<file path="src/hw/rtl/lia_queue.sv">
// Small first-in first-out queue of flop storage.
// Used between the loader and the labeler, and as the result queue.
// Depends on nothing but its parameters.
module lia_queue #(
	parameter int W     = 8,
	parameter int DEPTH = 2
) (
	input  logic         clk,
	input  logic         arst_n,
	input  logic         wr_en,
	input  logic [W-1:0] wr_data,
	output logic         full,
	input  logic         rd_en,
	output logic [W-1:0] rd_data,
	output logic         empty
);

	localparam int PW = (DEPTH > 1) ? $clog2(DEPTH) : 1;
	localparam int NW = $clog2(DEPTH + 1);

	logic [W-1:0]  mem_q [DEPTH];
	logic [PW-1:0] wr_ptr_q;
	logic [PW-1:0] rd_ptr_q;
	logic [NW-1:0] count_q;
	logic          do_wr;
	logic          do_rd;

	assign full    = (count_q == NW'(DEPTH));
	assign empty   = (count_q == '0);
	assign do_wr   = wr_en && !full;
	assign do_rd   = rd_en && !empty;
	assign rd_data = mem_q[rd_ptr_q];

	// Pointers and fill count.
	always_ff @(posedge clk or negedge arst_n) begin
		if (!arst_n) begin
			wr_ptr_q <= '0;
			rd_ptr_q <= '0;
			count_q  <= '0;
		end else begin
			if (do_wr) begin
				wr_ptr_q <= (wr_ptr_q == PW'(DEPTH - 1)) ? '0 : wr_ptr_q + 1'b1;
			end
			if (do_rd) begin
				rd_ptr_q <= (rd_ptr_q == PW'(DEPTH - 1)) ? '0 : rd_ptr_q + 1'b1;
			end
			if (do_wr && !do_rd) begin
				count_q <= count_q + 1'b1;
			end else if (do_rd && !do_wr) begin
				count_q <= count_q - 1'b1;
			end
		end
	end

	// Entry storage.
	always_ff @(posedge clk) begin
		if (do_wr) begin
			mem_q[wr_ptr_q] <= wr_data;
		end
	end

endmodule

</file>
<file path="config.mk">
export PLATFORM = sky130hd
export DESIGN_NAME = lia_queue
export DESIGN_NICKNAME = d
export VERILOG_FILES = /design/src/hw/rtl/lia_queue.sv
export SDC_FILE = /design/constraint.sdc
export NUM_CORES = 1
export LEC_CHECK = 0
export BUFFER_PORTS_ARGS = -buffer_cell sky130_fd_sc_hd__buf_2
export CORE_ASPECT_RATIO = 0.6
export CORE_MARGIN = 5
export CORE_UTILIZATION = 35
export CTS_CLUSTER_DIAMETER = 150
export DETAILED_ROUTE_END_ITERATION = 6
export MAX_ROUTING_LAYER = met4
export SYNTH_ARGS = -nofsm -noshare
export SYNTH_HDL_FRONTEND = slang
export SYNTH_SLANG_ARGS = --single-unit
</file>
<file path="constraint.sdc">
create_clock -name clk -period 2.35 [get_ports clk]
set_clock_uncertainty 0.05 [all_clocks]
set_input_delay 0 -clock clk [delete_from_list [all_inputs] [get_ports clk]]
set_output_delay 0 -clock clk [all_outputs]
set_load 0.02 [all_outputs]
</file>
Word-level counts from Yosys, hierarchy flattened
Memory sizes are Yosys's and may differ from the RTL's. Index checks and enable logic that the tools add are counted.

Flip-flop bits (word level): 4. Bits in writable memories: 16. Input port bits: 12. Output and inout bits: 10. Logic and storage cells: 25. Memories kept: 1.

$add $sub $neg: 4. Equal/unequal tests: 1. Mux-type cells: 6. Reduce and logical (&&, ||, !) cells: 10.

Memories: mem_q (words 2, width 8, rd ports 1, clocked after Yosys merged registers in 0, wr ports 1, line 21) `logic [W-1:0] mem_q [DEPTH];`.

Operators with widths (count): 1-bit logical AND (4); 1-bit zero test (4); 1-bit 2-to-1 mux (4); 2-bit 2-to-1 mux (2); 1-bit adder, second input constant (2); 2-bit by 1-bit adder with 2-bit output, second input constant (1); 2-bit == test, second input constant (1); 2-bit zero test (1); 2-bit nonzero test (1); 2-bit by 1-bit subtractor with 2-bit output, second input constant (1).

Longest topological paths before layout
Gate-level depths: netlist (run 1).

Word-level depth: 7. Mapped depth: 7. Gate-level depth less buffers: 7.

Worst setup path before layout (run 1)
No wires, ideal clock.

Path kind: reg2reg. Start point: register count_q[0]. End point: memory mem_q[0][0], enable pin. Library setup time: 0.370 ns. Arrival time: 1.022 ns. Required time: 1.930 ns. Setup slack: 0.908 ns. Cell stages (with the launch flop): 4. Path buffers: 0. Clock period less this slack: 1.442 ns. Cells stage by stage: dfrtp_1 nand2b_1 nand2_2 nor2_1.

Longest elaborated chain between the ends: 5.

Ends and longest elaborated chain: start: declaration (line 24) `logic [NW-1:0] count_q;`; start signal: assignment (line 48) `count_q <= count_q + 1'b1;`; start signal: assignment (line 50) `count_q <= count_q - 1'b1;`; 2-bit == test (line 28) `assign full = (count_q == NW'(DEPTH));`; 1-bit zero test (line 30) `assign do_wr = wr_en && !full;`; 1-bit logical AND (line 30); 1-bit 2-to-1 mux (line 57) `if (do_wr) begin`; 1-bit 2-to-1 mux (implied by the code) (line 58) `mem_q[wr_ptr_q] <= wr_data;`; end: declaration (line 21).

Every way passes these cells.

Worst setup path after layout (run 1)
Start point: register count_q[0]. End point: memory mem_q[0][7], enable pin.

Same word-level chain as after synthesis.

==> results.cfg, run 1 <==
[global_route]
grt_pass1_wl_um = 2040
track_usage_pct = 8.91
grt_max_degree = 13
antenna_found_initial = 0
grt_overflow = 0
first_global_vias = 438

[cts]
tritoncts = yes
clock_latency_ns = 0.25
cts_sinks = 20
h-tree-depth = 1
cts_buffers = 3
cts-root-buf = clkbuf_8
cts_setup_buffers = 0
clk_path_buf_depth = 2
clkTransAtPathRegs_ns = 0.07
cts_resized = 0

[worst_setup_path]
required_ns = 2.19
slowest_stage = nor2_1
path_buf_inv = 0
critical_path_arrival_ns = 1.50
crit_fanout = 8
crit_chain = nand2b_1 -> nand2_2 -> nor2_1
cpPeakStageDelay_ns = 0.54
crit_path_end_kind = flip-flop
critPathTopFamily = simple AND/OR/NAND/NOR gates
startpoint_type = flip-flop
worstSetupPathType = reg2reg

[floorplan]
core.rowCount = 13
die_w_um = 71.0
ios = 22
die_height_um = 46.6
dieArea_um2 = 3310
core_region_area_um2 = 2150
start_util_pct = 36.4

[layout]
drive_gt1_share_pct = 37.2
layout_commonest_cell = buf_2
multi_input_area_um2 = 189
design_area_um2 = 1090
finalNetCount = 92
regArea_um2 = 581
antenna_cells = 0
n_fill_cell = 197
layout_common_cells = buf_2, edfxtp_1, dlygate4sd3_1
area_growth_pct = 39.5

[synth]
synth_seq_area_share_pct = 74.2
yosysUniqueCellTypes = 15
synth-seq-cells = 20
syn_nets = 57
yosys_warnings = 0
synth_cells = 44
syn_area_per_cell_um2 = 17.8
syn_area_um2 = 782

[timing]
slew_headroom_pct = 54.2
fin_crit_sh_pct = 70.5
setup_ws_ns = 0.693
post-route-min-period_ns = 1.66
worst_pin_slew_ns = 0.684
final_max_slew_viol_count = 0
tns_ns = 0
max_freq_mhz = 604
grt_setup_unrepaired = no
setup_viol_count_final = 0
holdWs_ns = 0.0264
hold_viol_final = 0

[pwr]
powerDensity_nw_per_um2 = 1230
p_leak_nw = 0.452
p_comb_share_pct = 32.5
p_clk_share_pct = 24.9
ir_drop_v = 0.000631
cellInternalPower_uw = 917
pwr-share-seq_pct = 42.6
total_power_mw = 1.35
switching_share_pct = 31.9
switchingPower_uw = 429

[detailed_routing]
top_layer_used = met3
vias_per_cell = 4.20
drtIter0Drc = 4
routedLengthMet1_um = 606
vias = 454
detail-route-antenna-nets = 0
wl_met3_um = 135
drc = 0
post_drt_wl_per_cell_um = 11.9
met2WireLength_um = 537
drt_first_pass_iters = 4
finalWirelength_um = 1280

[hold_path]
hold_path.class = in2async

[placement]
io_buffers = 21
dp_slack_ns = 0.690
postPlaceCellArea_um2 = 920
place_congestion = 0.694

[run_status]
status = complete, no violations

[job]
max-cap-violations = 0
[routing by layer]
layer | global-route usage, % | vias to the layer above
met2 | 13.3 | 20
met3 | 4.14 | 0
met4 | 1.12 | 0
li1 | - | 225
met1 | 11.5 | 209
met5 | - | -
[metrics by stage]
step	utilization (%)	std cells
2_1_floorplan	-	44
3_3_place_gp	42.8	94
3_5_place_dp	42.8	94
4_1_cts	50.8	108
5_1_grt	50.8	108
6_report	50.8	108
[power by group through the flow]
stage	Sequential [mW]	Combinational (mW)	Clock, mW
2_1_floorplan	0.540	0.342	0
3_3_place_gp	0.580	0.427	0
3_5_place_dp	0.581	0.429	0
4_1_cts	0.574	0.446	0.343
5_1_grt	0.585	0.485	0.365
6_report	0.573	0.438	0.335
[flip-flops by register name, indices dropped and copies added, names as in the netlist]
| name | cells |
|---|---|
| count_q | 2 |
| rd_ptr_q | 1 |
| mem_q | 16 |
| wr_ptr_q | 1 |
[synthesized netlist by cell type (all sizes together)]
cell type | n | area [um^2]
inv | 2 | 7.51
edfxtp | 16 | 480
ha | 1 | 12.5
buf | 1 | 5.00
nand2 | 1 | 6.26
mux2 | 8 | 90.1
xor2 | 2 | 17.5
nor2 | 3 | 11.3
dfrtp | 4 | 100
xnor2 | 3 | 33.8
and3 | 1 | 6.26
nand2b | 1 | 6.26
o21ai | 1 | 5.00
[kinds of logic (layout without fill, tap and decap cells)]
group	after synthesis	after routing	share of synthesized area (%)
compound gates	1	1	0.639
xor+xnor	5	5	6.56
fa+ha+maj	1	1	1.60
buf+inv	3	37	1.60
flops	20	20	74.2
mux	8	8	11.5
simple gates	6	6	3.84
[worst register-to-register path: cells and delay by family (launching register included)]
| family | cells | cell delay (ns) |
|---|---|---|
| AND/OR/NAND/NOR | 3 | 0.82 |
| flip-flops | 1 | 0.42 |
[path summary, 6_finish.rpt]
| kind | startpoint | end | slack, ns | cells past startpoint |
|---|---|---|---|---|
| max reg2reg | count_q[0]$_DFFE_PN0P_ | mem_q[0][7]$_DFFE_PP_ | 0.69 | 3 |
| max in group asynchronous | arst_n | count_q[0]$_DFFE_PN0P_ | 2.10 | 2 |
| min | arst_n | rd_ptr_q$_DFFE_PN0P_ | 0.03 | 2 |
| min reg2reg | wr_ptr_q$_DFFE_PN0N_ | wr_ptr_q$_DFFE_PN0N_ | 0.48 | 1 |
| max | count_q[0]$_DFFE_PN0P_ | mem_q[0][7]$_DFFE_PP_ | 0.69 | 3 |
| min in group clk | rd_en | rd_ptr_q$_DFFE_PN0P_ | 0.03 | 3 |
[what timing repair did]
action | 4_1_cts | 5_1_grt
hold buffers | 10 | 0
hold endpoints to repair | 21 | 0
setup endpoints to repair | 0 | 0
[layout make-up]
class | count | area share [%]
timing repair buffer | 31 | 18.8
clock buffer | 3 | 3.78
inverter | 2 | 0.688
multi-input combinational | 21 | 17.3
tap | 30 | 3.44
clock inverter | 1 | 2.75
sequential | 20 | 53.2
No activity file was read; power rests on OpenSTA's default activity.
==> inputs of run 2 (changes only) <==
==> constraint.sdc (replaced) <==
create_clock -name clk -period 1.54 [get_ports clk]
set_clock_uncertainty 0.05 [all_clocks]
set_input_delay 0 -clock clk [delete_from_list [all_inputs] [get_ports clk]]
set_output_delay 0 -clock clk [all_outputs]
set_load 0.02 [all_outputs]
==> results.cfg, run 2 (synthesis results as in run 1) <==
[pwr]
switchingPower_uw = 660
ir_drop_v = 0.000665
pwr-share-seq_pct = 46.0
p_leak_nw = 0.457
cellInternalPower_mw = 1.27
switching_share_pct = 34.2
p_comb_share_pct = 36.8
p_clk_share_pct = 17.2
powerDensity_nw_per_um2 = 1770

[cts]
cts-root-buf = clkbuf_8
h-tree-depth = 1
cts_buffers = 3
tritoncts = yes
clkTransAtPathRegs_ns = 0.06
cts_sinks = 20
clk_path_buf_depth = 2
cts_setup_buffers = 0
clock_latency_ns = 0.25

[layout]
layout_common_cells = buf_2, edfxtp_1, dlygate4sd3_1
reg_top3 = mem_q x16, count_q x2
n_fill_cell = 209
layout_commonest_cell = buf_2
area_growth_pct = 39.8
multi_input_area_um2 = 201
final_cells = 110
regArea_um2 = 582
antenna_cells = 0
finalNetCount = 94
largest_reg_flops = 16
largest-register = mem_q
drive_gt1_share_pct = 40.0

[detailed_routing]
drtIter0Drc = 18
post_drt_wl_per_cell_um = 12.0
detail-route-antenna-nets = 0
finalWirelength_um = 1320
drc = 0
vias_per_cell = 4.38
vias = 482
drt_first_pass_iters = 2

[timing]
final_max_slew_viol_count = 0
worst_pin_slew_ns = 0.414
setup_viol_count_final = 0
slew_headroom_pct = 72.4
max_freq_mhz = 696
grt_setup_unrepaired = no
tns_ns = 0
post-route-min-period_ns = 1.44
fin_crit_sh_pct = 93.3
hold_viol_final = 0

[floorplan]
dieArea_um2 = 3310
start_util_pct = 36.4
core.rowCount = 13
core_region_area_um2 = 2150
die_height_um = 46.6
ios = 22
die_w_um = 71.0

[worst_setup_path]
rr_startpoint = count_q[0]$_DFFE_PN0P_
worstSetupPathType = reg2reg
crit_start = count_q[0]$_DFFE_PN0P_
startpoint_type = flip-flop
critical_path_arrival_ns = 1.57
rr_worst_depth = 7
required_ns = 1.67
crit_fanout = 5
crit_path_end_kind = flip-flop

[global_route]
grt_overflow = 0
grt_pass1_wl_um = 2120
first_global_vias = 483
grt_max_degree = 12
track_usage_pct = 9.36
antenna_found_initial = 0

[placement]
io_buffers = 21
placed_cells = 96
hpwlAfterDp_um = 965
place_congestion = 0.674

[hold_path]
hold_depth = 3
min_from = rd_en
hold_path.class = in2reg

[job]
max-cap-violations = 0

[run_status]
status = complete, no violations
-- run 2: final cells by class --
cell class	count	area share [%]
Clock buffer	3	3.78
Clock inverter	1	0.343
Inverter	2	0.686
Multi-Input combinational cell	21	18.4
Sequential cell	20	53.2
Tap cell	30	3.43
Timing Repair Buffer	33	20.1
-- run 2: path summary, 6_finish.rpt --
kind	end	slack (ns)
max	count_q[1]$_DFFE_PN0P_	0.10
min	rd_ptr_q$_DFFE_PN0P_	0.02
max reg2reg	count_q[1]$_DFFE_PN0P_	0.10
min reg2reg	wr_ptr_q$_DFFE_PN0N_	0.48
max in group asynchronous	count_q[0]$_DFFE_PN0P_	1.27
min in group asynchronous	wr_ptr_q$_DFFE_PN0N_	0.03
-- run 2: worst max-delay path, stage by stage, from the launching register on --
cell and delay [ns]:
dfrtp_2 0.44, nand2b_4 0.17, nand2_4 0.08, inv_1 0.04, ha_1 0.18, xor2_1 0.14
nor2_1 0.12, xor2_1 0.14
-- run 2: per-layer routing --
layer,up-vias,routed length (um),GRT usage [%]
met1,235,553,9.05
met5,-,0,-
met2,16,641,16.2
li1,228,-,-
met3,3,114,5.23
met4,0,13,3.37
-- run 2: what timing repair did --
item,4_1_cts,5_1_grt
endpoints found under the hold margin,21,0
hold buffers,10,0
gates resized for setup,0,3
endpoints found under the setup margin,0,1
-- run 2: power by group through the flow --
stage,logic (mW),clock network (mW),registers (mW)
floorplan,0.521,0,0.824
global placement,0.675,0,0.886
detailed placement,0.681,0,0.888
CTS,0.703,0.350,0.878
global route,0.771,0.378,0.903
finish,0.710,0.332,0.889
-- run 2: through the flow --
stage                     utilization, %  worst slack [ns]  area [um^2]  total power [mW]  hold slack (ns)
after floorplan                        -            0.0979          782              1.35           -0.346
after global placement              43.5            0.0430          935              1.56           -0.237
after detailed placement            43.5            0.0443          935              1.57           -0.234
after CTS                           50.3            0.0297         1080              1.93           0.0198
after global routing                50.9           0.00384         1090              2.05           0.0324
final                               50.9             0.103         1090              1.93           0.0215
