--- config.mk ---
export PLATFORM = sky130hd
export DESIGN_NAME = lia_loader
export DESIGN_NICKNAME = d
export VERILOG_FILES = /design/src/hw/rtl/lia_pkg.sv /design/src/hw/rtl/lia_loader.sv
export SDC_FILE = /design/constraint.sdc
export NUM_CORES = 1
export LEC_CHECK = 0
export ABC_AREA = 0
export ABC_CLOCK_PERIOD_IN_PS = 13000
export BUFFER_PORTS_ARGS = -buffer_cell sky130_fd_sc_hd__buf_2
export CAP_MARGIN = 20
export CORE_MARGIN = 3
export CORE_UTILIZATION = 45
export CTS_CLUSTER_SIZE = 28
export DETAILED_ROUTE_END_ITERATION = 10
export PLACE_DENSITY = 0.59
export SLEW_MARGIN = 10
export SYNTH_ARGS = -nofsm -noshare
export SYNTH_HDL_FRONTEND = slang
export SYNTH_SLANG_ARGS = --single-unit
--- constraint.sdc ---
create_clock -name clk -period 13 [get_ports clk]
set_clock_uncertainty 0.05 [all_clocks]
set_input_delay 0.65 -clock clk [delete_from_list [all_inputs] [get_ports clk]]
set_output_delay 0.65 -clock clk [all_outputs]
set_load 0.02 [all_outputs]
--- src/hw/rtl/lia_pkg.sv ---
// Package for the largest-island-after-one-flip block.
// Holds the fixed field widths, the default grid limit and the neighbor direction codes.
// No dependencies; the loader, labeler, top level and checker import it.
package lia_pkg;

	// Fixed widths of the configuration register and the result field.
	localparam int CFG_W = 7;
	localparam int OUT_W = 13;

	// Default largest grid side.
	localparam int DEF_MAX_SIDE = 64;

	// Neighbor direction codes, visited in this order while scoring.
	localparam logic [1:0] DIR_UP    = 2'd0;
	localparam logic [1:0] DIR_RIGHT = 2'd1;
	localparam logic [1:0] DIR_DOWN  = 2'd2;
	localparam logic [1:0] DIR_LEFT  = 2'd3;

endpackage

--- src/hw/rtl/lia_loader.sv ---
// Front part: takes the side register and incoming cells, tracks the position in the grid.
// Each cell leaves as one transaction tagged with its index, side, last flag and all-land flag.
// Depends on lia_pkg.
module lia_loader #(
	parameter int MAX_SIDE = lia_pkg::DEF_MAX_SIDE,
	parameter int ITEM_W   = 8
) (
	input  logic                    clk,
	input  logic                    arst_n,
	input  logic                    cfg_valid,
	output logic                    cfg_ready,
	input  logic [lia_pkg::CFG_W-1:0] cfg_data,
	input  logic                    push,
	output logic                    full,
	input  logic                    cell_value,
	output logic                    q_push,
	input  logic                    q_full,
	output logic [ITEM_W-1:0]       q_data
);
	import lia_pkg::*;

	localparam int MAX_CELLS = MAX_SIDE * MAX_SIDE;
	localparam int IW = (MAX_CELLS > 1) ? $clog2(MAX_CELLS) : 1;
	localparam int SW = $clog2(MAX_SIDE + 1);
	localparam int CW = $clog2(MAX_CELLS + 1);

	typedef struct packed {
		logic          land;
		logic [IW-1:0] idx;
		logic          last;
		logic          all_land;
		logic [SW-1:0] side;
	} item_t;

	logic [CFG_W-1:0] side_q;
	logic [IW-1:0]    idx_q;
	logic [CW-1:0]    ones_q;
	logic [SW-1:0]    side_use;
	logic [CW-1:0]    total;
	logic [CW-1:0]    ones_next;
	logic             last;
	logic             accept;
	item_t            item;

	// Clamp the register into the supported side range.
	always_comb begin
		if (side_q == '0) begin
			side_use = SW'(1);
		end else if (int'(side_q) > MAX_SIDE) begin
			side_use = SW'(MAX_SIDE);
		end else begin
			side_use = SW'(side_q);
		end
	end

	assign total     = CW'(side_use * side_use);
	assign ones_next = ones_q + CW'(cell_value);
	assign last      = (CW'(idx_q) == total - 1'b1);
	assign accept    = push && !q_full;

	assign full      = q_full;
	assign cfg_ready = 1'b1;
	assign q_push    = accept;

	always_comb begin
		item.land     = cell_value;
		item.idx      = idx_q;
		item.last     = last;
		item.all_land = (ones_next == total);
		item.side     = side_use;
	end
	assign q_data = ITEM_W'(item);

	// Side register and grid position; a register write restarts the grid.
	always_ff @(posedge clk or negedge arst_n) begin
		if (!arst_n) begin
			side_q <= CFG_W'(MAX_SIDE);
			idx_q  <= '0;
			ones_q <= '0;
		end else if (cfg_valid) begin
			side_q <= cfg_data;
			idx_q  <= '0;
			ones_q <= '0;
		end else if (accept) begin
			if (last) begin
				idx_q  <= '0;
				ones_q <= '0;
			end else begin
				idx_q  <= idx_q + 1'b1;
				ones_q <= ones_next;
			end
		end
	end

endmodule

==> After elaboration in Yosys (flattened, before gate mapping) <==
Cells that the tools add are included.
{ "word_totals": {"reg_bits": 32, "latch_bits": 0, "mem_bits_rw": 0, "mem_bits_ro": 0, "inputBits": 13, "out_inout_bits": 11, "mem_count": 0} }
{ "op_classes": {"add_sub_neg": 3, "n_mul": 1, "n_div": 0, "n_lt_le_gt_ge": 1, "n_eq_ne": 2, "n_shift": 0, "mux": 8, "bitwise": 0, "reduce_logical": 4} }
{ "ops": {"columns": ["cell", "n"], "rows": [
  ["two-way mux 13 bit", 3],
  ["two-way mux 12 bit", 3],
  ["two-way mux 7 bit", 2],
  ["adder 13 x 1 -> 13 bit", 1],
  ["== test 12 x 13 -> 1 bit", 1],
  ["== test 13 bit", 1],
  ["multiplier 7 x 7 -> 13 bit", 1],
  ["subtractor 13 x 1 -> 13 bit, second input constant", 1],
  ["adder 12 x 1 -> 12 bit, second input constant", 1],
  ["greater-than comparator 7 bit, second input constant", 1],
  ["logical NOT 7 bit", 1],
  ["nonzero test 2 bit", 1],
  ["logical AND 1 bit", 1],
  ["logical NOT 1 bit", 1]
]} }

==> Depth between registers and ports, before layout <==
{ "depth": {"depth_word": 9, "mapped_depth": 21} }

==> Worst setup path after synthesis <==
No wires, ideal clock.
{ "synth_timing": {"kind": "reg-to-output", "from": "reg side_q[6]", "to": "out q_data[7]", "arrival_ns": 5.572, "required_ns": 12.300, "setup_slack_ns": 6.728, "path_stages_with_launch": 19, "cell_sequence": "dfstp_2 > clkbuf_1 > nor2_1 > and2_1 > inv_1 > fa_1 > fa_1 > fa_1 > inv_1 > fa_1 > ha_1 > and3_1 > a2111oi_1 > o31ai_1 > a21oi_1 > xnor2_1 > xnor2_1 > or3_1 > a21oi_1"} }
{ "synth_via": {"elab_chain_cells": 5, "elab_cells_between_ends": 6, "cone_classes": "1 x mul; 1 x order compare; 1 x eq/ne; 2 x mux; 1 x reduce/logical"} }
{ "synth_lines": {"columns": ["element", "line", "source"], "rows": [
  ["start: declaration", "lia_loader.sv:35", "logic [CFG_W-1:0] side_q;"],
  ["start signal: assignment", "lia_loader.sv:77", "side_q <= CFG_W'(MAX_SIDE);"],
  ["start signal: assignment", "lia_loader.sv:81", "side_q <= cfg_data;"],
  ["greater-than comparator 7 bit", "lia_loader.sv:49", "end else if (int'(side_q) > MAX_SIDE) begin"],
  ["two-way mux 7 bit", "lia_loader.sv:49", null],
  ["two-way mux 7 bit (*)", "lia_loader.sv:47", "if (side_q == '0) begin"],
  ["net q_data[2]", "lia_loader.sv:18", "output logic [ITEM_W-1:0] q_data"],
  ["multiplier 7 x 7 -> 13 bit (*)", "lia_loader.sv:56", "assign total = CW'(side_use * side_use);"],
  ["== test 13 bit (*)", "lia_loader.sv:69", "item.all_land = (ones_next == total);"],
  ["end: declaration", "lia_loader.sv:18", null]
]} }
Mark *: on every way through the listed nets, which the timed path passes. The rest lies on a longest branch.

==> Worst setup path after layout <==
{ "layout_timing": {"from": "reg side_q[6]", "to": "reg idx_q[3]"} }
{ "layout_via": {"elab_chain_cells": 9, "elab_cells_between_ends": 10, "cone_classes": "1 x add/sub; 1 x mul; 1 x order compare; 1 x eq/ne; 5 x mux; 1 x reduce/logical"} }
{ "layout_lines": {"columns": ["element", "line", "source"], "rows": [
  ["greater-than comparator 7 bit", "lia_loader.sv:49", null],
  ["two-way mux 7 bit", "lia_loader.sv:49", null],
  ["two-way mux 7 bit (*)", "lia_loader.sv:47", null],
  ["multiplier 7 x 7 -> 13 bit (*)", "lia_loader.sv:56", null],
  ["subtractor 13 x 1 -> 13 bit (*)", "lia_loader.sv:58", "assign last = (CW'(idx_q) == total - 1'b1);"],
  ["== test 12 x 13 -> 1 bit (*)", "lia_loader.sv:58", null],
  ["two-way mux 12 bit (*)", "lia_loader.sv:85", "if (last) begin"],
  ["two-way mux 12 bit (*)", "lia_loader.sv:84", "end else if (accept) begin"],
  ["two-way mux 12 bit (*)", "lia_loader.sv:80", "end else if (cfg_valid) begin"],
  ["end signal: assignment", "lia_loader.sv:89", "idx_q <= idx_q + 1'b1;"],
  ["end: declaration", "lia_loader.sv:36", "logic [IW-1:0] idx_q;"]
]} }
Mark *: on every way between the ends. The rest lies on a longest branch, timed or not. The select of a mux whose other input is x is not followed.
A chain may end at the register's enable or synchronous reset.

==> impl_metrics.py <==
metrics = {
    "status": {
        "run_status": "completed",
    },
    "power": {
        "power_density_mw_per_mm2": 125,
        "switching_share": 0.444,
        "leakage_nw": 1.78,
        "vdd_ir_drop_max_mv": 0.0618,
        "pwr-share-comb": 0.610,
        "seqPwrFrac": 0.223,
        "power_report.internal_total_mw": 0.270,
        "power.share.clock": 0.168,
        "total_switching_power_mw": 0.216,
    },
    "sta": {
        "finalCritPeriodShare": 0.516,
        "hold_viol_final": 0,
        "fin_setup_tns_ns": 0,
        "fin_ws_ns": 6.29,
        "timing.fmax_mhz": 149,
        "post-route-min-period_ns": 6.71,
        "rsz0062_at_grt": "no",
        "setup_violations": 0,
        "tightest_slew_ns": 0.742,
        "drv_slew": 0,
        "maxSlewHeadroom": 0.505,
    },
    "worst_setup_path": {
        "crit_path_max_fanout": 22,
        "worstSetupStartpointType": "flop",
        "worst-setup-path-type": "flop to flop",
        "timing.critical_path.mode_cell": "sky130_fd_sc_hd__fa_1",
        "critical_path.endpoint_type": "flop",
        "critPathSlowestCell": "sky130_fd_sc_hd__dfstp_2",
        "cp_data_arrival_time_ns": 6.79,
        "timing.reg2reg.worst_path_depth": 20,
        "cp_slowest_stage_delay_ns": 0.70,
        "crit_required_ns": 13.08,
        "timing.critical_path.cells": "nor2b_1, nand2_1, inv_1, fa_1, inv_1, fa_1, fa_1, inv_1, fa_1, ha_1, and3_1, a2111oi_1, nor2_1, xnor2_2, o21ai_0, or4b_1, a311o_1, buf_6, o22ai_1, a21oi_1",
    },
    "synth": {
        "syn_area_per_cell_um2": 8.21,
        "synth-edff-count": 0,
        "cells_after_synth": 443,
        "yosys.area.top_type_share": 0.213,
        "post_synth_num_cell_types": 57,
        "share_of_synthesized_flip_flops_with_an_asynchronous_set_or_reset": 1.00,
        "synthesis.area_mm2": 0.00364,
        "ys_top_cells_by_count": "39 x sky130_fd_sc_hd__nand2_1, 31 x sky130_fd_sc_hd__dfrtp_1, 29 x sky130_fd_sc_hd__a21oi_1, 25 x sky130_fd_sc_hd__inv_1, 25 x sky130_fd_sc_hd__xnor2_1",
        "ys_ff_latch": 32,
        "synth.largest_area_cell": "sky130_fd_sc_hd__dfrtp_1",
        "synth_most_common_cell": "sky130_fd_sc_hd__nand2_1",
        "synth_top_cells_by_area": "sky130_fd_sc_hd__dfrtp_1 21%, sky130_fd_sc_hd__ha_1 7.9%, sky130_fd_sc_hd__fa_1 7.7%",
        "synth.yosys.seq_area_share": 0.220,
        "synthesis.yosys.warnings": 0,
        "ys_dominant_reg_cell": "sky130_fd_sc_hd__dfrtp_1",
    },
    "route": {
        "detail_route.iter0.violations": 122,
        "vias": 3077,
        "drt_pre_antenna_iters": 4,
        "drc": 0,
        "wire_per_inst_um": 14.2,
        "route.detailed.vias_per_inst": 5.55,
        "ant_nets": 0,
        "finalWirelength_um": 7880,
    },
    "global_routing": {
        "grt_start_max_net_pins": 42,
        "grt_usage": 0.186,
        "globalRoute.totalOverflow": 0,
        "via_count_of_the_first_global_routing_pass": 2894,
        "wire_length_of_the_first_global_routing_pass_um": 13700,
        "antenna_found_initial": 0,
    },
    "cts": {
        "cts-root-buf": "sky130_fd_sc_hd__clkbuf_8",
        "clockBufferDepth": 2,
        "cts.reportedPaths.clkPinSlew_ns": 0.07,
        "cts_setup_buffers": 0,
        "cts-buffers-inserted": 5,
        "cts.sink_count": 32,
        "postCtsHoldBufs": 0,
        "cts_tree": "done",
        "clock_tree.htree_level_count": 2,
        "clk_latency_ns": 0.28,
        "ctsResizeCount": 0,
    },
    "finish": {
        "sequential_cell_area_um2": 802,
        "area_growth_syn_to_layout_pct": 6.91,
        "antenna_cells": 0,
        "layout-drive-gt1-share": 0.108,
        "fillCellCount": 797,
        "final_nets": 501,
        "multiInputGateArea_mm2": 0.00264,
    },
    "floorplan": {
        "die_width_um": 95.9,
        "die_height_um": 95.9,
        "boundaryPins": 24,
        "fp.coreArea_mm2": 0.00781,
        "placementRows": 32,
        "initial_utilization": 0.466,
        "design.die.area_mm2": 0.00920,
    },
    "min_path": {
        "min_path_type": "input port to asynchronous set/reset pin",
    },
    "place": {
        "detailedPlacementHpwl_um": 5840,
        "place.port_buffers": 22,
        "gp_congestion": 0.794,
        "placement.setup.worst_slack_ns": 6.10,
    },
    "run": {
        "cap_violations": 0,
    },
}
-- kinds of logic (layout without fill, tap and decap cells) --
group | after synthesis | in the layout | synth area share
AO/OA/AOI/OAI | 99 | 99 | 0.178
XOR/XNOR | 39 | 39 | 0.104
adder cells (fa/ha/maj) | 37 | 37 | 0.156
buffers and inverters | 55 | 58 | 0.0612
flip-flops | 32 | 32 | 0.220
multiplexers | 13 | 13 | 0.0395
other | 2 | 8 | 0.00206
AND/OR/NAND/NOR | 166 | 166 | 0.239
-- critical path, delay by kind of cell (launching register included) --
family / cells / cell delay [ns]
AO/OA/AOI/OAI: 5 / 1.46
XOR/XNOR: 1 / 0.41
adder cells (fa/ha/maj): 5 / 2.29
buffers and inverters: 4 / 0.40
flip-flops: 1 / 0.70
AND/OR/NAND/NOR: 5 / 1.23
-- layout by cell type, fill, tap and decap left out, drive strengths merged, types with 7 or more instances in the layout --
| cell type | count |
|---|---|
| buf | 25 |
| a21oi | 29 |
| xor2 | 11 |
| xnor2 | 26 |
| fa | 14 |
| nor2b | 7 |
| dfrtp | 31 |
| nor3 | 21 |
| inv | 25 |
| and3 | 15 |
| o211ai | 14 |
| nand2 | 39 |
| clkbuf | 7 |
| conb | 8 |
| mux2 | 11 |
| nand3 | 13 |
| nor2 | 22 |
| and2 | 19 |
| ha | 23 |
| o21ai | 20 |
| o22ai | 10 |
-- state kept, by name, summed over array words and instances, names as in the netlist --
signal	cells
ones_q	13
idx_q	12
side_q	7
-- layout make-up --
cell class | count | share of cell area
Clock inverter | 1 | 0.00193
Inverter | 25 | 0.0241
Multi-Input combinational cell | 362 | 0.678
Clock buffer | 7 | 0.0222
Tap cell | 102 | 0.0328
Timing Repair Buffer | 25 | 0.0351
Sequential cell | 32 | 0.206
-- worst paths after layout --
| path | start | endpoint | slack, ns |
|---|---|---|---|
| worst max-delay path | side_q[6]$_DFFE_PN1P_ | idx_q[3]$_DFFE_PN0P_ | 6.29 |
| worst min-delay path | arst_n | ones_q[12]$_DFFE_PN0P_ | 0.37 |
| max in group asynchronous | arst_n | side_q[4]$_DFFE_PN0P_ | 12.04 |
| worst max register to register | side_q[6]$_DFFE_PN1P_ | idx_q[3]$_DFFE_PN0P_ | 6.29 |
| worst min register to register | ones_q[0]$_DFFE_PN0P_ | ones_q[0]$_DFFE_PN0P_ | 0.48 |
| min in group clk | ones_q[0]$_DFFE_PN0P_ | ones_q[0]$_DFFE_PN0P_ | 0.48 |
-- routing by layer --
metal  vias to the layer above  part of all wire  track usage
li1                       1572                 -            -
met1                      1460              0.51        0.270
met2                        41              0.46        0.292
met3                         4             0.028       0.0281
met4                         0            0.0069       0.0379
met5                         -                 0            0
-- power by group through the flow --
stage | sequential [mW] | combinational, mW | clock [mW]
floorplan | 0.107 | 0.244 | 0
global placement | 0.110 | 0.294 | 0
detailed placement | 0.110 | 0.299 | 0
CTS | 0.108 | 0.300 | 0.0838
global route | 0.109 | 0.336 | 0.0896
finish | 0.108 | 0.296 | 0.0814
-- stage by stage --
step           instances  instance area (um2)  power (mW)  utilization  hold slack [ns]
2_1_floorplan        449                 3660       0.351            -            0.304
3_3_place_gp         545                 3780       0.404        0.485            0.463
3_5_place_dp         545                 3780       0.409        0.485            0.474
4_1_cts              553                 3880       0.492        0.497            0.403
5_1_grt              554                 3890       0.534        0.498            0.408
6_report             554                 3890       0.486        0.498            0.374
(Power assumes the default switching activity.)
